==> src/hw/rtl/frp_pkg.sv <==
// ----------------------------------------------------------------------------
// frp_pkg
// Types, character constants and the per-byte parse step of the FASTA
// record parser.
// ----------------------------------------------------------------------------
package frp_pkg;

  localparam int unsigned LineBits = 32;

  localparam logic [7:0] ChGt  = 8'h3E;
  localparam logic [7:0] ChCr  = 8'h0D;
  localparam logic [7:0] ChLf  = 8'h0A;
  localparam logic [7:0] ChSp  = 8'h20;
  localparam logic [7:0] ChTab = 8'h09;
  localparam logic [7:0] ChFf  = 8'h0C;

  typedef enum logic [2:0] {
    KindIdByte  = 3'd0,
    KindIdEnd   = 3'd1,
    KindSeqByte = 3'd2,
    KindRecEnd  = 3'd3,
    KindError   = 3'd4,
    KindDone    = 3'd5
  } kind_e;

  typedef enum logic [5:0] {
    ModeAwait = 6'b000001,
    ModeId    = 6'b000010,
    ModeHrest = 6'b000100,
    ModeSeq   = 6'b001000,
    ModeErr   = 6'b010000,
    ModeDone  = 6'b100000
  } mode_e;

  typedef struct packed {
    logic       cmd;
    logic [7:0] data_byte;
  } in_word_t;

  typedef struct packed {
    kind_e       kind;
    logic [7:0]  out_byte;
    logic [31:0] line_number;
    logic        last;
  } out_word_t;

  // Up to three words caused by one input word.
  typedef struct packed {
    logic [1:0]            cnt;
    out_word_t [2:0]       res;
  } res_grp_t;

  typedef struct packed {
    mode_e mode;
    logic  als;   // at line start
    logic  pcr;   // CR held back
    logic  ids;   // ID has a byte
    logic  rec;   // record open
  } st_t;

  typedef struct packed {
    st_t        st;
    logic       emit;
    kind_e      kind;
    logic [7:0] dat;
  } take_t;

  localparam st_t StReset = '{mode: ModeAwait, als: 1'b1, pcr: 1'b0,
                              ids: 1'b0, rec: 1'b0};

  function automatic out_word_t mk_word(kind_e kind, logic [7:0] dat,
                                        logic [31:0] ln);
    out_word_t w;
    w.kind        = kind;
    w.out_byte    = dat;
    w.line_number = ln;
    w.last        = 1'b0;
    return w;
  endfunction

  function automatic take_t take_byte(st_t st, logic [7:0] b);
    take_t t;
    logic  is_lf;
    logic  is_sep;
    is_lf  = (b == ChLf);
    is_sep = (b == ChSp) || (b == ChTab) || (b == ChFf);
    t.st   = st;
    t.emit = 1'b0;
    t.kind = KindIdByte;
    t.dat  = 8'h00;
    case (st.mode)
      ModeAwait: begin
        if (is_lf) begin
          t.st.als = 1'b1;
        end else if (b == ChGt) begin
          t.st.mode = ModeId;
          t.st.ids  = 1'b0;
          t.st.als  = 1'b0;
        end else begin
          t.st.mode = ModeErr;
          t.emit    = 1'b1;
          t.kind    = KindError;
        end
      end
      ModeId: begin
        if (is_lf || is_sep) begin
          if (!st.ids) begin
            t.st.mode = ModeErr;
            t.emit    = 1'b1;
            t.kind    = KindError;
          end else begin
            t.emit   = 1'b1;
            t.kind   = KindIdEnd;
            t.st.rec = 1'b1;
            if (is_lf) begin
              t.st.mode = ModeSeq;
              t.st.als  = 1'b1;
            end else begin
              t.st.mode = ModeHrest;
            end
          end
        end else begin
          t.emit   = 1'b1;
          t.kind   = KindIdByte;
          t.dat    = b;
          t.st.ids = 1'b1;
        end
      end
      ModeHrest: begin
        if (is_lf) begin
          t.st.mode = ModeSeq;
          t.st.als  = 1'b1;
        end
      end
      ModeSeq: begin
        if (is_lf) begin
          t.st.als = 1'b1;
        end else if (st.als && (b == ChGt)) begin
          t.emit    = 1'b1;
          t.kind    = KindRecEnd;
          t.st.rec  = 1'b0;
          t.st.mode = ModeId;
          t.st.ids  = 1'b0;
          t.st.als  = 1'b0;
        end else begin
          t.emit   = 1'b1;
          t.kind   = KindSeqByte;
          t.dat    = b;
          t.st.als = 1'b0;
        end
      end
      default: begin
      end
    endcase
    return t;
  endfunction

endpackage

==> src/hw/rtl/frp_core.sv <==
// ----------------------------------------------------------------------------
// frp_core
// Input register, parser state and the single-pass step that turns one
// input word into a group of up to three result words.
// ----------------------------------------------------------------------------
module frp_core import frp_pkg::*; (
  input  logic     clk_i,
  input  logic     rst_ni,
  input  logic     in_valid_i,
  output logic     in_ready_o,
  input  in_word_t in_word_i,
  output logic     grp_vld_o,
  output res_grp_t grp_o,
  input  logic     grp_space_i
);

  localparam logic [LineBits-1:0] LineMax = {LineBits{1'b1}};

  logic                in_vld_q;
  in_word_t            in_q;
  st_t                 st_q, st_d;
  logic [LineBits-1:0] line_q, line_d;
  res_grp_t            grp;
  logic                commit;

  always_comb begin
    logic [63:0] ext;
    logic [31:0] ln;
    logic [7:0]  b;
    logic [1:0]  n;
    logic        stop;
    take_t       t;

    st_d   = st_q;
    line_d = line_q;
    b      = in_q.data_byte;
    n      = 2'd0;
    stop   = 1'b0;
    grp    = '0;
    t      = '0;

    if ((st_q.mode != ModeErr) && (st_q.mode != ModeDone) && !in_q.cmd &&
        st_q.als && !st_q.pcr && (line_q != LineMax)) begin
      line_d = line_q + LineBits'(1);
    end
    ext = 64'(line_d);
    ln  = (ext > 64'(32'hFFFF_FFFF)) ? 32'hFFFF_FFFF : ext[31:0];

    if (st_q.mode == ModeErr) begin
      grp.res[n] = mk_word(KindError, 8'h00, ln);
      n = n + 2'd1;
    end else if (st_q.mode == ModeDone) begin
      grp.res[n] = mk_word(KindDone, 8'h00, ln);
      n = n + 2'd1;
    end else if (in_q.cmd) begin
      st_d.pcr = 1'b0;
      if ((st_q.mode == ModeId) && !st_q.ids) begin
        st_d.mode  = ModeErr;
        grp.res[n] = mk_word(KindError, 8'h00, ln);
        n = n + 2'd1;
      end else begin
        if (st_q.mode == ModeId) begin
          grp.res[n] = mk_word(KindIdEnd, 8'h00, ln);
          n = n + 2'd1;
          st_d.rec = 1'b1;
        end
        if (st_d.rec) begin
          grp.res[n] = mk_word(KindRecEnd, 8'h00, ln);
          n = n + 2'd1;
          st_d.rec = 1'b0;
        end
        st_d.mode  = ModeDone;
        grp.res[n] = mk_word(KindDone, 8'h00, ln);
        n = n + 2'd1;
      end
    end else begin
      st_d.pcr = 1'b0;
      // held CR not followed by LF is parsed as an ordinary byte
      if (st_q.pcr && (b != ChLf)) begin
        t    = take_byte(st_d, ChCr);
        st_d = t.st;
        if (t.emit) begin
          grp.res[n] = mk_word(t.kind, t.dat, ln);
          n = n + 2'd1;
        end
        stop = (st_d.mode == ModeErr);
      end
      if (!stop) begin
        if (b == ChCr) begin
          st_d.pcr = 1'b1;
        end else begin
          t    = take_byte(st_d, b);
          st_d = t.st;
          if (t.emit) begin
            grp.res[n] = mk_word(t.kind, t.dat, ln);
            n = n + 2'd1;
          end
        end
      end
    end

    if (n != 2'd0) begin
      grp.res[n - 2'd1].last = 1'b1;
    end
    grp.cnt = n;
  end

  assign commit     = in_vld_q && ((grp.cnt == 2'd0) || grp_space_i);
  assign in_ready_o = !in_vld_q || commit;
  assign grp_vld_o  = in_vld_q && (grp.cnt != 2'd0);
  assign grp_o      = grp;

  always_ff @(posedge clk_i or negedge rst_ni) begin
    if (!rst_ni) begin
      in_vld_q <= 1'b0;
      st_q     <= StReset;
      line_q   <= '0;
    end else begin
      if (in_ready_o) begin
        in_vld_q <= in_valid_i;
      end
      if (commit) begin
        st_q   <= st_d;
        line_q <= line_d;
      end
    end
  end

  always_ff @(posedge clk_i) begin
    if (in_valid_i && in_ready_o) begin
      in_q <= in_word_i;
    end
  end

endmodule

==> src/hw/rtl/frp_out_buf.sv <==
// ----------------------------------------------------------------------------
// frp_out_buf
// Result buffer: takes a group of up to three words and hands them out
// one per handshake.
// ----------------------------------------------------------------------------
module frp_out_buf import frp_pkg::*; (
  input  logic      clk_i,
  input  logic      rst_ni,
  input  logic      grp_vld_i,
  input  res_grp_t  grp_i,
  output logic      grp_space_o,
  output logic      out_valid_o,
  input  logic      out_ready_i,
  output out_word_t out_word_o
);

  out_word_t [2:0] ent_q;
  logic [1:0]      cnt_q;
  logic            pop;
  logic            load;

  assign out_valid_o = (cnt_q != 2'd0);
  assign out_word_o  = ent_q[0];
  assign pop         = out_valid_o && out_ready_i;
  assign grp_space_o = (cnt_q == 2'd0) || ((cnt_q == 2'd1) && out_ready_i);
  assign load        = grp_vld_i && grp_space_o;

  always_ff @(posedge clk_i or negedge rst_ni) begin
    if (!rst_ni) begin
      cnt_q <= 2'd0;
    end else if (load) begin
      cnt_q <= grp_i.cnt;
    end else if (pop) begin
      cnt_q <= cnt_q - 2'd1;
    end
  end

  always_ff @(posedge clk_i) begin
    if (load) begin
      ent_q <= grp_i.res;
    end else if (pop) begin
      ent_q[0] <= ent_q[1];
      ent_q[1] <= ent_q[2];
    end
  end

endmodule

==> src/hw/rtl/fasta_record_parser.sv <==
// ----------------------------------------------------------------------------
// fasta_record_parser
// Streaming FASTA parser: text bytes in, ID bytes, sequence bytes and
// record marks out.
// ----------------------------------------------------------------------------
//  channel   ports                                     word
//  input     in_valid_i / in_ready_o / in_word_i       cmd, data_byte
//  output    out_valid_o / out_ready_i / out_word_o    kind, out_byte,
//                                                      line_number, last
//
//  One input word per cycle while the result buffer has space. The input
//  register feeds the combinational step, whose group is loaded into the
//  three-entry result buffer, which offers the first result. After a word
//  with two or three results, the next word with results waits as it drains.
//  Words that make no result pass even while the buffer is full.
//  Reset is asynchronous, active low; it clears state and both buffers.
// ----------------------------------------------------------------------------
module fasta_record_parser import frp_pkg::*; (
  input  logic      clk_i,
  input  logic      rst_ni,
  input  logic      in_valid_i,
  output logic      in_ready_o,
  input  in_word_t  in_word_i,
  output logic      out_valid_o,
  input  logic      out_ready_i,
  output out_word_t out_word_o
);

  logic     grp_vld;
  res_grp_t grp;
  logic     grp_space;

  frp_core u_core (
    .clk_i       (clk_i),
    .rst_ni      (rst_ni),
    .in_valid_i  (in_valid_i),
    .in_ready_o  (in_ready_o),
    .in_word_i   (in_word_i),
    .grp_vld_o   (grp_vld),
    .grp_o       (grp),
    .grp_space_i (grp_space)
  );

  frp_out_buf u_out_buf (
    .clk_i       (clk_i),
    .rst_ni      (rst_ni),
    .grp_vld_i   (grp_vld),
    .grp_i       (grp),
    .grp_space_o (grp_space),
    .out_valid_o (out_valid_o),
    .out_ready_i (out_ready_i),
    .out_word_o  (out_word_o)
  );

endmodule
==> config.mk <==
export PLATFORM = sky130hd
export DESIGN_NAME = fasta_record_parser
export DESIGN_NICKNAME = d
export VERILOG_FILES = /design/src/hw/rtl/frp_pkg.sv /design/src/hw/rtl/frp_core.sv /design/src/hw/rtl/frp_out_buf.sv /design/src/hw/rtl/fasta_record_parser.sv
export SDC_FILE = /design/constraint.sdc
export NUM_CORES = 1
export LEC_CHECK = 0
export BUFFER_PORTS_ARGS = -buffer_cell sky130_fd_sc_hd__buf_2
export CAP_MARGIN = 20
export CORE_MARGIN = 2
export CORE_UTILIZATION = 35
export CTS_BUF_LIST = sky130_fd_sc_hd__clkbuf_4 sky130_fd_sc_hd__clkbuf_8
export CTS_CLUSTER_SIZE = 20
export DETAILED_ROUTE_END_ITERATION = 12
export GPL_TIMING_DRIVEN = 0
export HOLD_SLACK_MARGIN = 0.1
export PLACE_DENSITY_LB_ADDON = 0.3
export SLEW_MARGIN = 10
export SYNTH_ARGS = -nofsm -noshare
export SYNTH_HDL_FRONTEND = slang
export SYNTH_SLANG_ARGS = --single-unit
==> constraint.sdc <==
create_clock -name clk_i -period 8.2 [get_ports clk_i]
set_input_delay 0.41 -clock clk_i [delete_from_list [all_inputs] [get_ports clk_i]]
set_output_delay 0.41 -clock clk_i [all_outputs]
set_load 0.01 [all_outputs]
== Word level (Yosys, flattened, before mapping) ==
Index checks and enable logic that the tools add are counted.
Operators by class
  add/subtract/negate cells: 6
  order comparisons: 8
  eq/ne operators: 22
  mux-type cells: 142
  bitwise operators: 3
  reduce and logical (&&, ||, !) cells: 37
Operators by type and width (count)
  two-way mux 132 bit: 10
  two-way mux 44 bit: 15
  bitwise mux 132 bit: 4
  two-way mux 88 bit: 5
  demux 44 bit (select 2 bit): 4
  two-way mux 6 bit: 10
  two-way mux 4 bit: 14
  two-way mux 8 bit: 7
  two-way mux 10 bit: 5
  two-way mux 2 bit: 24
  two-way mux 42 bit: 1
  adder 32 x 1 -> 32 bit (second input constant): 1
  == test 8 x 4 -> 1 bit (second input constant): 4
  two-way mux 32 bit: 1
  != test 32 bit (second input constant): 1
  two-way mux 1 bit: 29
  one-hot mux 7 bit (4 select lines): 1
  one-hot mux 4 bit (3 select lines): 2
  two-way mux 7 bit: 3
  logical AND 1 bit: 18
  == test 8 x 6 -> 1 bit (second input constant): 2
  one-hot mux 8 bit (2 select lines): 1
  two-way mux 14 bit: 1
  == test 6 x 1 -> 1 bit (second input constant): 2
  other kinds (26): 53
Storage, ports and cells
  bits in registers: 186
  input bits: 13
  output and inout port bits: 46
  logic and storage cells: 240

== Depth between registers and ports, before layout ==
Gate-level depths: netlist of the first run.
  word-level depth: 33
  depth in mapped cells: 15
  mapped depth without buffers: 12

== Cells and area by module ==
Synthesis of the first run repeated with hierarchy kept, for this count alone.
Unflattened totals
  cells, all modules: 844
  area total of the unflattened synthesis: 10284.9 um2
By module, submodules not included
  frp_out_buf: instances 1, cells an instance 292, area each 5979.5 um2, seq. area each 4013.8 um2
  frp_core: instances 1, cells an instance 552, area each 4305.4 um2, seq. area each 1348.8 um2

== Worst setup path after synthesis of the first run ==
No wires, ideal clock.
  kind: register to register
  start: register u_core.in_q[4] (netlist bit)
  end: register u_out_buf.cnt_q[0]
  library setup time: 0.135 ns
  arrival: 7.508 ns
  data required time: 8.065 ns
  setup slack: 0.557 ns
  stages on the path, launching flop included: 14
  buffers on the path: 1
  period minus slack after synthesis: 7.643 ns
  path through: edfxtp_1 > or3_1 > buf_2 > nor3_2 > nor2_1 > a211oi_2 > inv_1 > ha_1 > inv_1 > a221oi_4 > nor3_1 > o2bb2ai_1 > nand3_1 > o211a_1
Between the ends
  word-level cells in the longest chain between the ends: 23
  elaborated cells between the ends (all ways): 41
  those cells by class: 1 x add/sub; 7 x eq/ne; 28 x mux; 5 x reduce/logical
Ends and longest elaborated chain
  start: declaration: RTL line frp_core.sv:20  | in_word_t in_q;
  start signal: assignment: RTL line frp_core.sv:131  | in_q <= in_word_i;
  != test 8 x 4 -> 1 bit: RTL line frp_core.sv:79  | if (st_q.pcr && (b != ChLf)) begin
  logical AND 1 bit: RTL line frp_core.sv:79
  two-way mux 10 bit: RTL line frp_core.sv:79
  two-way mux 10 bit: RTL line frp_core.sv:55  | end else if (in_q.cmd) begin
  two-way mux 10 bit: RTL line frp_core.sv:52  | end else if (st_q.mode == ModeDone) begin
  two-way mux 10 bit: RTL line frp_core.sv:49  | if (st_q.mode == ModeErr) begin
  == test 6 x 4 -> 1 bit (tied with other cells): RTL line frp_pkg.sv:91  | case (st.mode)
  one-hot mux 4 bit (3 select lines): RTL line frp_pkg.sv:91
  [7 not listed]
  two-way mux 2 bit (*): RTL line frp_core.sv:88  | if (!stop) begin
  two-way mux 2 bit (*): RTL line frp_core.sv:55
  two-way mux 2 bit (*): RTL line frp_core.sv:52
  two-way mux 2 bit (*): RTL line frp_core.sv:49
  nonzero test 2 bit: RTL line frp_core.sv:110  | assign grp_vld_o = in_vld_q && (grp.cnt != 2'd0);
  logical AND 1 bit: RTL line frp_core.sv:110
  logical AND 1 bit: RTL line frp_out_buf.sv:26  | assign load = grp_vld_i && grp_space_o;
  two-way mux 2 bit or nonzero test 2 bit (tied branches)
  end signal: assignment: RTL line frp_out_buf.sv:32  | cnt_q <= grp_i.cnt;
  end signal: assignment: RTL line frp_out_buf.sv:34  | cnt_q <= cnt_q - 2'd1;
  end: declaration: RTL line frp_out_buf.sv:18  | logic [1:0] cnt_q;
Every way passes the cells marked *; elsewhere a longest branch is shown, timed or not. The select of a mux whose other input is x is not followed.
A chain may end at the register's enable or synchronous reset.

== Worst setup path in the final report of the first run ==
  start: register u_core.in_q[7] (netlist bit)
  end: register u_out_buf.ent_q (netlist bit u_out_buf.out_word_o[2]), data pin
Between the ends
  word-level cells in the longest chain between the ends: 24
  elaborated cells between the ends (all ways): 60
  those cells by class: 2 x add/sub; 2 x order compare; 7 x eq/ne; 44 x mux; 5 x reduce/logical
Ends and longest elaborated chain
  != test 8 x 4 -> 1 bit: RTL line frp_core.sv:79
  logical AND 1 bit: RTL line frp_core.sv:79
  two-way mux 10 bit: RTL line frp_core.sv:79
  two-way mux 10 bit: RTL line frp_core.sv:55
  two-way mux 10 bit: RTL line frp_core.sv:52
  two-way mux 10 bit: RTL line frp_core.sv:49
  == test 6 x 4 -> 1 bit (tied with other cells): RTL line frp_pkg.sv:91
  one-hot mux 4 bit (3 select lines): RTL line frp_pkg.sv:91
  [8 not listed]
  two-way mux 2 bit: RTL line frp_core.sv:55
  two-way mux 2 bit: RTL line frp_core.sv:52
  two-way mux 2 bit: RTL line frp_core.sv:49
  subtractor 2 x 1 -> 2 bit: RTL line frp_core.sv:103  | grp.res[n - 2'd1].last = 1'b1;
  demux 44 bit (select 2 bit)
  bitwise mux 132 bit: RTL line frp_core.sv:103
  two-way mux 132 bit: RTL line frp_core.sv:102  | if (n != 2'd0) begin
  two-way mux 88 bit (*): RTL line frp_out_buf.sv:39  | if (load) begin
  end signal: assignment: RTL line frp_out_buf.sv:40  | ent_q <= grp_i.res;
  end: declaration: RTL line frp_out_buf.sv:17  | out_word_t [2:0] ent_q;
Marks and branches as above.

==> results.md, run 1 <==
- Status: finished clean
- Cell taking the most area after synthesis: edfxtp_1
- Clock buffer depth: 2
- Worst hold path class: primary input to flop
- Drt via density: 4.96
- Clock-pin slew on the worst setup and hold paths: 0.11 ns
- Clock skew: 0.0180 ns
- Worst setup margin: 3.23 ns
- Final nets: 899
- Post-CTS Resized: 0
- # H-tree levels: 4
- Seq/Total Area, Yosys: 58.1%
- PwrDens: 317 mW/mm^2
- Dpl cells: 1176
- Post-route non-filler standard cell count: 1219
- Final GP Congestion: 0.899
- Die Wd: 162 um
- Row cnt: 57
- Sw frac: 34.6%
- Peak VDD IR: 0.115 mV
- Critical Path AT: 5.17 ns
- Post-route ant nets: 0
- Hold Violations, Final: 0
- Crit. End Element: flop
- Worst Path Required: 8.40 ns
- IO Pins: 59
- Hold_buf cts: 10
- Crit Path Max Fanout: 40
- Setup bufs post-CTS: 0
- Total global routing overflow: 0
- Initial Util: 35.7%
- Syn. warnings: 0
- Int Pwr: 2090 uW
- Crit path launch type: flop
- CTS buffer count: 17
- Initial DRC Count: 441
- Vias after detailed routing: 6051
- WS Path Type: flop to flop
- Initial antenna violation count: 0
- PortBufs: 58
- Synth Register Bits: 176
- Antenna cells: 0
- LEAKAGE: 0.00393 uW
- Final WL: 19600 um
- Sequential share of power: 47.0%
- Total GRT Usage: 15.3%
- Post-synth EDFFs: 131
- Final setup violation count: 0
- Mapped cell area: 0.00871 mm^2
- Sw power: 1100 uW
- Placement Setup Slack: 3.32 ns
- Initial DRT Pass Iterations: 5
- Core outline area: 0.0244 mm^2
- Power, Total: 3190 uW
- DR WL/cell: 16.1 um
- Unrepaired setup endpoints after global routing: no
- Area Overhead vs Synth: 15.7%
- Library cells used by synthesis: 76
- Die height: 162 um
- DRC: 0
- Vias in the first global route: 5736
- Logic pwr share: 33.1%
- Average cell area after synthesis: 11.0 um^2
- Fraction of layout cells with a size suffix above 1: 21.9%
- Clk_lat worst skew: 0.48 ns
- First-pass GRT wire length: 31200 um
- Largest net degree at the start of global routing: 41
- Clock tree sinks: 176
- Synth top area share: 45.2%
- Max Fclk: 0.201 GHz
- Clock tree root driver cell: clkbuf_8
- CTS tree: built
- Synth Flop Type: edfxtp_1
- Post-DP HPWL: 13900 um
- Worst-Margin Slew: 0.980 ns
- Slew headroom: 34.1%
- Dominant cells by area after synthesis: edfxtp_1 45%, dfrtp_1 12%, nand2_1 5.3%
- Final Cycle Share: 60.7%
- Final Max Tran Viols: 0
- Crit path time final: 4.97 ns
- Synth Instances: 789
- Ys async rst share: 25.6%
- Total of max-cap violations: 0
- Clock share of power: 19.9%
- DIE AREA: 0.0262 mm^2
- Syn_nets: 806
[logic make-up after synthesis]
group           count (synthesis)  share of synthesized area (%)
compound gates                156                           11.8
buf+inv                        95                           6.32
simple gates                  296                           16.8
mux                             2                          0.287
flops                         176                           58.1
xor+xnor                       60                           6.03
fa+ha+maj                       4                          0.575
[worst paths after layout]
kind | start | endpoint | slack, ns | cells past startpoint
worst max-delay path | u_core.in_q[7] | u_out_buf.out_word_o[2] | 3.23 | 14
worst min-delay path | in_valid_i | u_core.in_vld_q | 0.14 | 2
worst max register to register | u_core.in_q[7] | u_out_buf.out_word_o[2] | 3.23 | 14
worst min register to register | u_core.line_q[12] | u_core.line_q[12] | 0.52 | 1
max in group asynchronous | rst_ni | u_core.in_vld_q | 7.10 | 3
min in group asynchronous | rst_ni | u_core.st_q[6] | 0.53 | 2
[cells in the mapped netlist (all sizes together) (5+ instances only)]
| master | n |
|---|---|
| nor3 | 10 |
| and2 | 9 |
| nor2 | 57 |
| nand2b | 10 |
| o31ai | 5 |
| buf | 65 |
| and4 | 5 |
| edfxtp | 131 |
| and3 | 11 |
| a21oi | 18 |
| nor4 | 9 |
| xnor2 | 32 |
| nand3 | 25 |
| clkbuf | 14 |
| dfrtp | 43 |
| nand4 | 10 |
| o21ai | 85 |
| inv | 15 |
| nand2 | 125 |
| xor2 | 28 |
| or3 | 7 |
[worst max-delay path, stage by stage, from the launching register on]
cell      delay, ns
edfxtp_1       0.49
or3_1          0.37
buf_2          0.18
nor3_2         0.50
nor2_1         0.18
a211oi_2       0.44
inv_1          0.12
ha_1           0.34
o311a_4        0.41
o311ai_4       0.40
inv_2          0.08
buf_12         0.20
o21ai_1        0.38
clkbuf_2       0.38
o21ai_0        0.20
[state kept, by name, summed over array words and instances (netlist names)]
register,count
u_core.in_q,9
u_out_buf.ent_q,78
u_out_buf.cnt_q,2
u_core.st_q,10
u_out_buf.out_word_o,44
u_core.in_vld_q,1
u_core.line_q,32
[power groups by stage]
stage / clock, uW / combinational (uW) / sequential, uW
2_1_floorplan: 0 / 669 / 1530
3_3_place_gp: 0 / 1000 / 1560
3_5_place_dp: 0 / 1070 / 1520
4_1_cts: 648 / 1080 / 1500
5_1_grt: 677 / 1170 / 1530
6_report: 634 / 1060 / 1500
[layer usage]
metal	share of wire [%]	up-vias	global-route usage [%]
li1	-	2973	-
met2	50	121	26.3
met1	45	2938	20.1
met3	3.3	19	2.53
met4	1.2	0	4.22
met5	0	-	0
[layout by cell type, fill, tap and decap left out, drive strengths merged, types with 3 or more instances in the layout]
| cell | synthesis | routed |
|---|---|---|
| nor4 | 9 | 9 |
| xor2 | 28 | 28 |
| o21ai | 85 | 85 |
| nand3 | 25 | 25 |
| dfrtp | 43 | 43 |
| buf | 65 | 128 |
| or2 | 4 | 4 |
| and3 | 11 | 11 |
| a221o | 3 | 3 |
| xnor2 | 32 | 32 |
| or3 | 7 | 7 |
| nand2b | 10 | 10 |
| a22o | 4 | 4 |
| and4 | 5 | 5 |
| edfxtp | 131 | 131 |
| o2bb2ai | 4 | 4 |
| and2 | 9 | 9 |
| ha | 4 | 4 |
| or4 | 4 | 4 |
| nand4 | 10 | 10 |
| clkinv | 1 | 7 |
| nor2 | 57 | 57 |
| nand2 | 125 | 125 |
| inv | 15 | 21 |
| dlygate4sd3 | 0 | 10 |
| clkbuf | 14 | 32 |
| nor3 | 10 | 10 |
| a21boi | 4 | 4 |
| o21a | 3 | 3 |
| a21oi | 18 | 18 |
| a21o | 4 | 4 |
| o31ai | 5 | 5 |
| a211oi | 4 | 4 |
[area by class of cell]
| cell class | count | area, um^2 |
|---|---|---|
| fillers | 2372 | 14300 |
| plain buffers | 79 | 490 |
| inverters | 16 | 60.1 |
| clock buffers | 17 | 234 |
| multi-input cells | 518 | 3120 |
| flip-flops and latches | 176 | 5060 |
| well taps | 324 | 405 |
| clock inverters | 15 | 195 |
| repair buffers | 74 | 510 |
[per-stage QoR]
step | setup TNS [ns] | hold WS [ns] | utilization [%] | cell area, um^2
5_1_grt | 0 | 0.139 | 41.3 | 10100
4_1_cts | 0 | 0.120 | 41.3 | 10100
2_1_floorplan | 0 | 0.114 | - | 8710
3_5_place_dp | 0 | 0.504 | 39.1 | 9540
3_3_place_gp | -174.30 | 0.492 | 38.6 | 9410
6_report | 0 | 0.142 | 41.3 | 10100
No activity file was read; power rests on OpenSTA's default activity.
==> run 2, diff against run 1 <==
- ABC_AREA: default -> 1
- clock period: 8.2 -> 4.5 ns (I/O delays scaled with it)
==> results.md, run 2 <==
- Crit. End Element: flop
- DR WL/cell: 15.0 um
- Most frequent cell after synthesis: nand2_1
- Reg-to-Reg Start: u_core.st_q[5]
- Worst hold path class: primary input to flop
- PwrDens: 617 mW/mm^2
- DIE AREA: 0.0281 mm^2
- Die height: 168 um
- Final nets: 1169
- Commonest cells post-synth: 333 x nand2_1, 131 x edfxtp_1, 104 x nor2_1
- Unrepaired setup endpoints after global routing: no
- Cell taking the most area after synthesis: edfxtp_1
- Crit path time final: 3.57 ns
- Post-synth EDFFs: 131
- Row cnt: 59
- Final Max Tran Viols: 0
- Flop2flop setup slack: 0.93 ns
- PortBufs: 58
- Average cell area after synthesis: 8.84 um^2
- Antenna cells: 0
- Post-route non-filler standard cell count: 1500
- Syn_nets: 1079
- Core outline area: 0.0262 mm^2
- Initial Util: 35.8%
- Total GRT Usage: 16.5%
- Vias after detailed routing: 7222
- Library cells used by synthesis: 37
- Dominant cells by area after synthesis: edfxtp_1 42%, nand2_1 13%, dfrtp_1 11%
- WHS Endpoint: u_out_buf.cnt_q[0]
- Critical Path AT: 3.91 ns
- Clk_lat worst skew: 0.48 ns
- Seq/Total Area, Yosys: 53.9%
- Total global routing overflow: 0
- Max reg flops: 78
- Mapped cell area: 0.00939 mm^2
- Clock tree root driver cell: clkbuf_8
- CTS tree: built
- Initial DRC Count: 546
- Slew headroom: 34.3%
- Worst-Margin Slew: 0.985 ns
- Final setup violation count: 0
- Synth top area share: 41.9%
- Cells on worst reg2reg path: 17
- Syn. warnings: 0
- Vias in the first global route: 6999
- Clock buffer depth: 2
- Post-route ant nets: 0
- Synth Flop Type: edfxtp_1
- Initial antenna violation count: 1
- Final GP Congestion: 0.912
- Final WL: 22500 um
- Crit path launch type: flop
- DRC: 0
- Post-DP HPWL: 16400 um
- Min Hold Slack: 0.150 ns
- Area Overhead vs Synth: 13.8%
- Clock skew: 0.0278 ns
- Fraction of layout cells with a size suffix above 1: 17.6%
- Peak VDD IR: 0.265 mV
- Die Wd: 168 um
- # H-tree levels: 4
- Power, Total: 6590 uW
- Clock tree sinks: 176
- Status: finished clean
- Commonest non-fill, non-tap cells in the layout: 332 x nand2_1, 131 x edfxtp_1, 104 x nor2_1, 86 x o21ai_0, 74 x buf_2
- Largest net degree at the start of global routing: 52
- Ys async rst share: 25.6%
- Filler cell count: 2634
- Commonest non-fill, non-tap cell in the layout: nand2_1
- Max Fclk: 0.280 GHz
- Clock-pin slew on the worst setup and hold paths: 0.11 ns
- Total of max-cap violations: 0
- Hold path startpoint: out_ready_i
- LEAKAGE: 0.00437 uW
- First-pass GRT wire length: 36800 um
- Dpl cells: 1457
- Final Cycle Share: 79.4%
- IO Pins: 59
- Post-CTS Resized: 0
- Hold_buf cts: 11
- Synth Instances: 1062
- Hold path depth: 4
- Crit Path Max Fanout: 43
- CTS buffer count: 17
- Hold Violations, Final: 0
- Drt via density: 4.81
- R2R Path End: u_out_buf.out_word_o[41]
- Worst Path Required: 4.83 ns
- Setup bufs post-CTS: 0
- Initial DRT Pass Iterations: 4
- WS Path Type: flop to flop
- Synth Register Bits: 176
- Most flops, register: u_out_buf.ent_q
==> run 2: cell count changes in the layout (fill, tap and decap cells not counted), sizes merged, moves of 15 or more <==
cell and change:
nand2 +217, inv +63, nor2 +58, nand3b +29, nand3 +24, xnor2 -17, o21ai +15, xor2 -15
==> run 2: layer usage <==
metal	global-route usage, %	part of all wire, %
met5	0	0.058
met4	3.74	0.96
met3	2.77	3.5
met2	28.9	50
met1	21.5	46
==> run 2: logic make-up (layout without fill, tap and decap cells) <==
family          Yosys count  in the layout  synth area share, %
simple gates            579            579                 27.7
buf+inv                 156            259                 8.73
flops                   176            176                 53.9
compound gates          119            119                 6.50
xor+xnor                 28             28                 2.61
fa+ha+maj                 4              4                0.533
==> run 2: worst max-delay path by stage <==
stage                         from  cells after the start                        to
detailed placement  u_core.st_q[5]                     17  u_out_buf.out_word_o[41]
CTS                 u_core.st_q[5]                     17  u_out_buf.out_word_o[41]
global route        u_core.st_q[5]                     17  u_out_buf.out_word_o[41]
floorplan           u_core.st_q[5]                     14       u_out_buf.ent_q[44]
finish              u_core.st_q[5]                     17  u_out_buf.out_word_o[41]
global placement    u_core.st_q[5]                     12  u_out_buf.out_word_o[13]
==> run 2: report_power, final <==
part           leakage (uW)  internal, uW  switching (uW)
logic               0.00227           912            1680
registers           0.00189          2630             186
clock network      0.000208           521             667
total               0.00437          4060            2530
==> run 2: worst max-delay path: stages (launching register included) <==
cell and delay, ns:
dfrtp_1 0.49, nor2_2 0.22, nand3_1 0.28, nor2_1 0.28, nor2_1 0.08, nand2_1 0.10, ha_1 0.15, inv_1 0.03
nor2_1 0.09, nand2_1 0.06, nand2_1 0.07, nand2_2 0.09, nand3_4 0.14, nand3_2 0.10, inv_2 0.12, buf_2 0.78
nand3_1 0.19, nand2_1 0.14
==> run 2: final cells by class <==
class                           instances  area, um^2  share of cell area (%)
Buffer                                 80         534                    5.00
Clock inverter                         15         191                    1.79
Inverter                               76         285                    2.67
Timing Repair Buffer                   71         448                    4.19
Clock buffer                           17         234                    2.19
Tap cell                              335         419                    3.92
Multi-Input combinational cell        730        3510                    32.9
Sequential cell                       176        5060                    47.4
==> run 2: metrics by stage <==
| step | instance area [um^2] | TNS (ns) | utilization [%] | setup slack (ns) |
|---|---|---|---|---|
| 3_5_place_dp | 10200 | 0 | 38.7 | 0.915 |
| 3_3_place_gp | 10100 | -85.12 | 38.5 | -0.956 |
| 4_1_cts | 10700 | 0 | 40.8 | 0.868 |
| 2_1_floorplan | 9390 | 0 | - | 0.333 |
| 6_report | 10700 | 0 | 40.8 | 0.925 |
| 5_1_grt | 10700 | 0 | 40.8 | 0.584 |
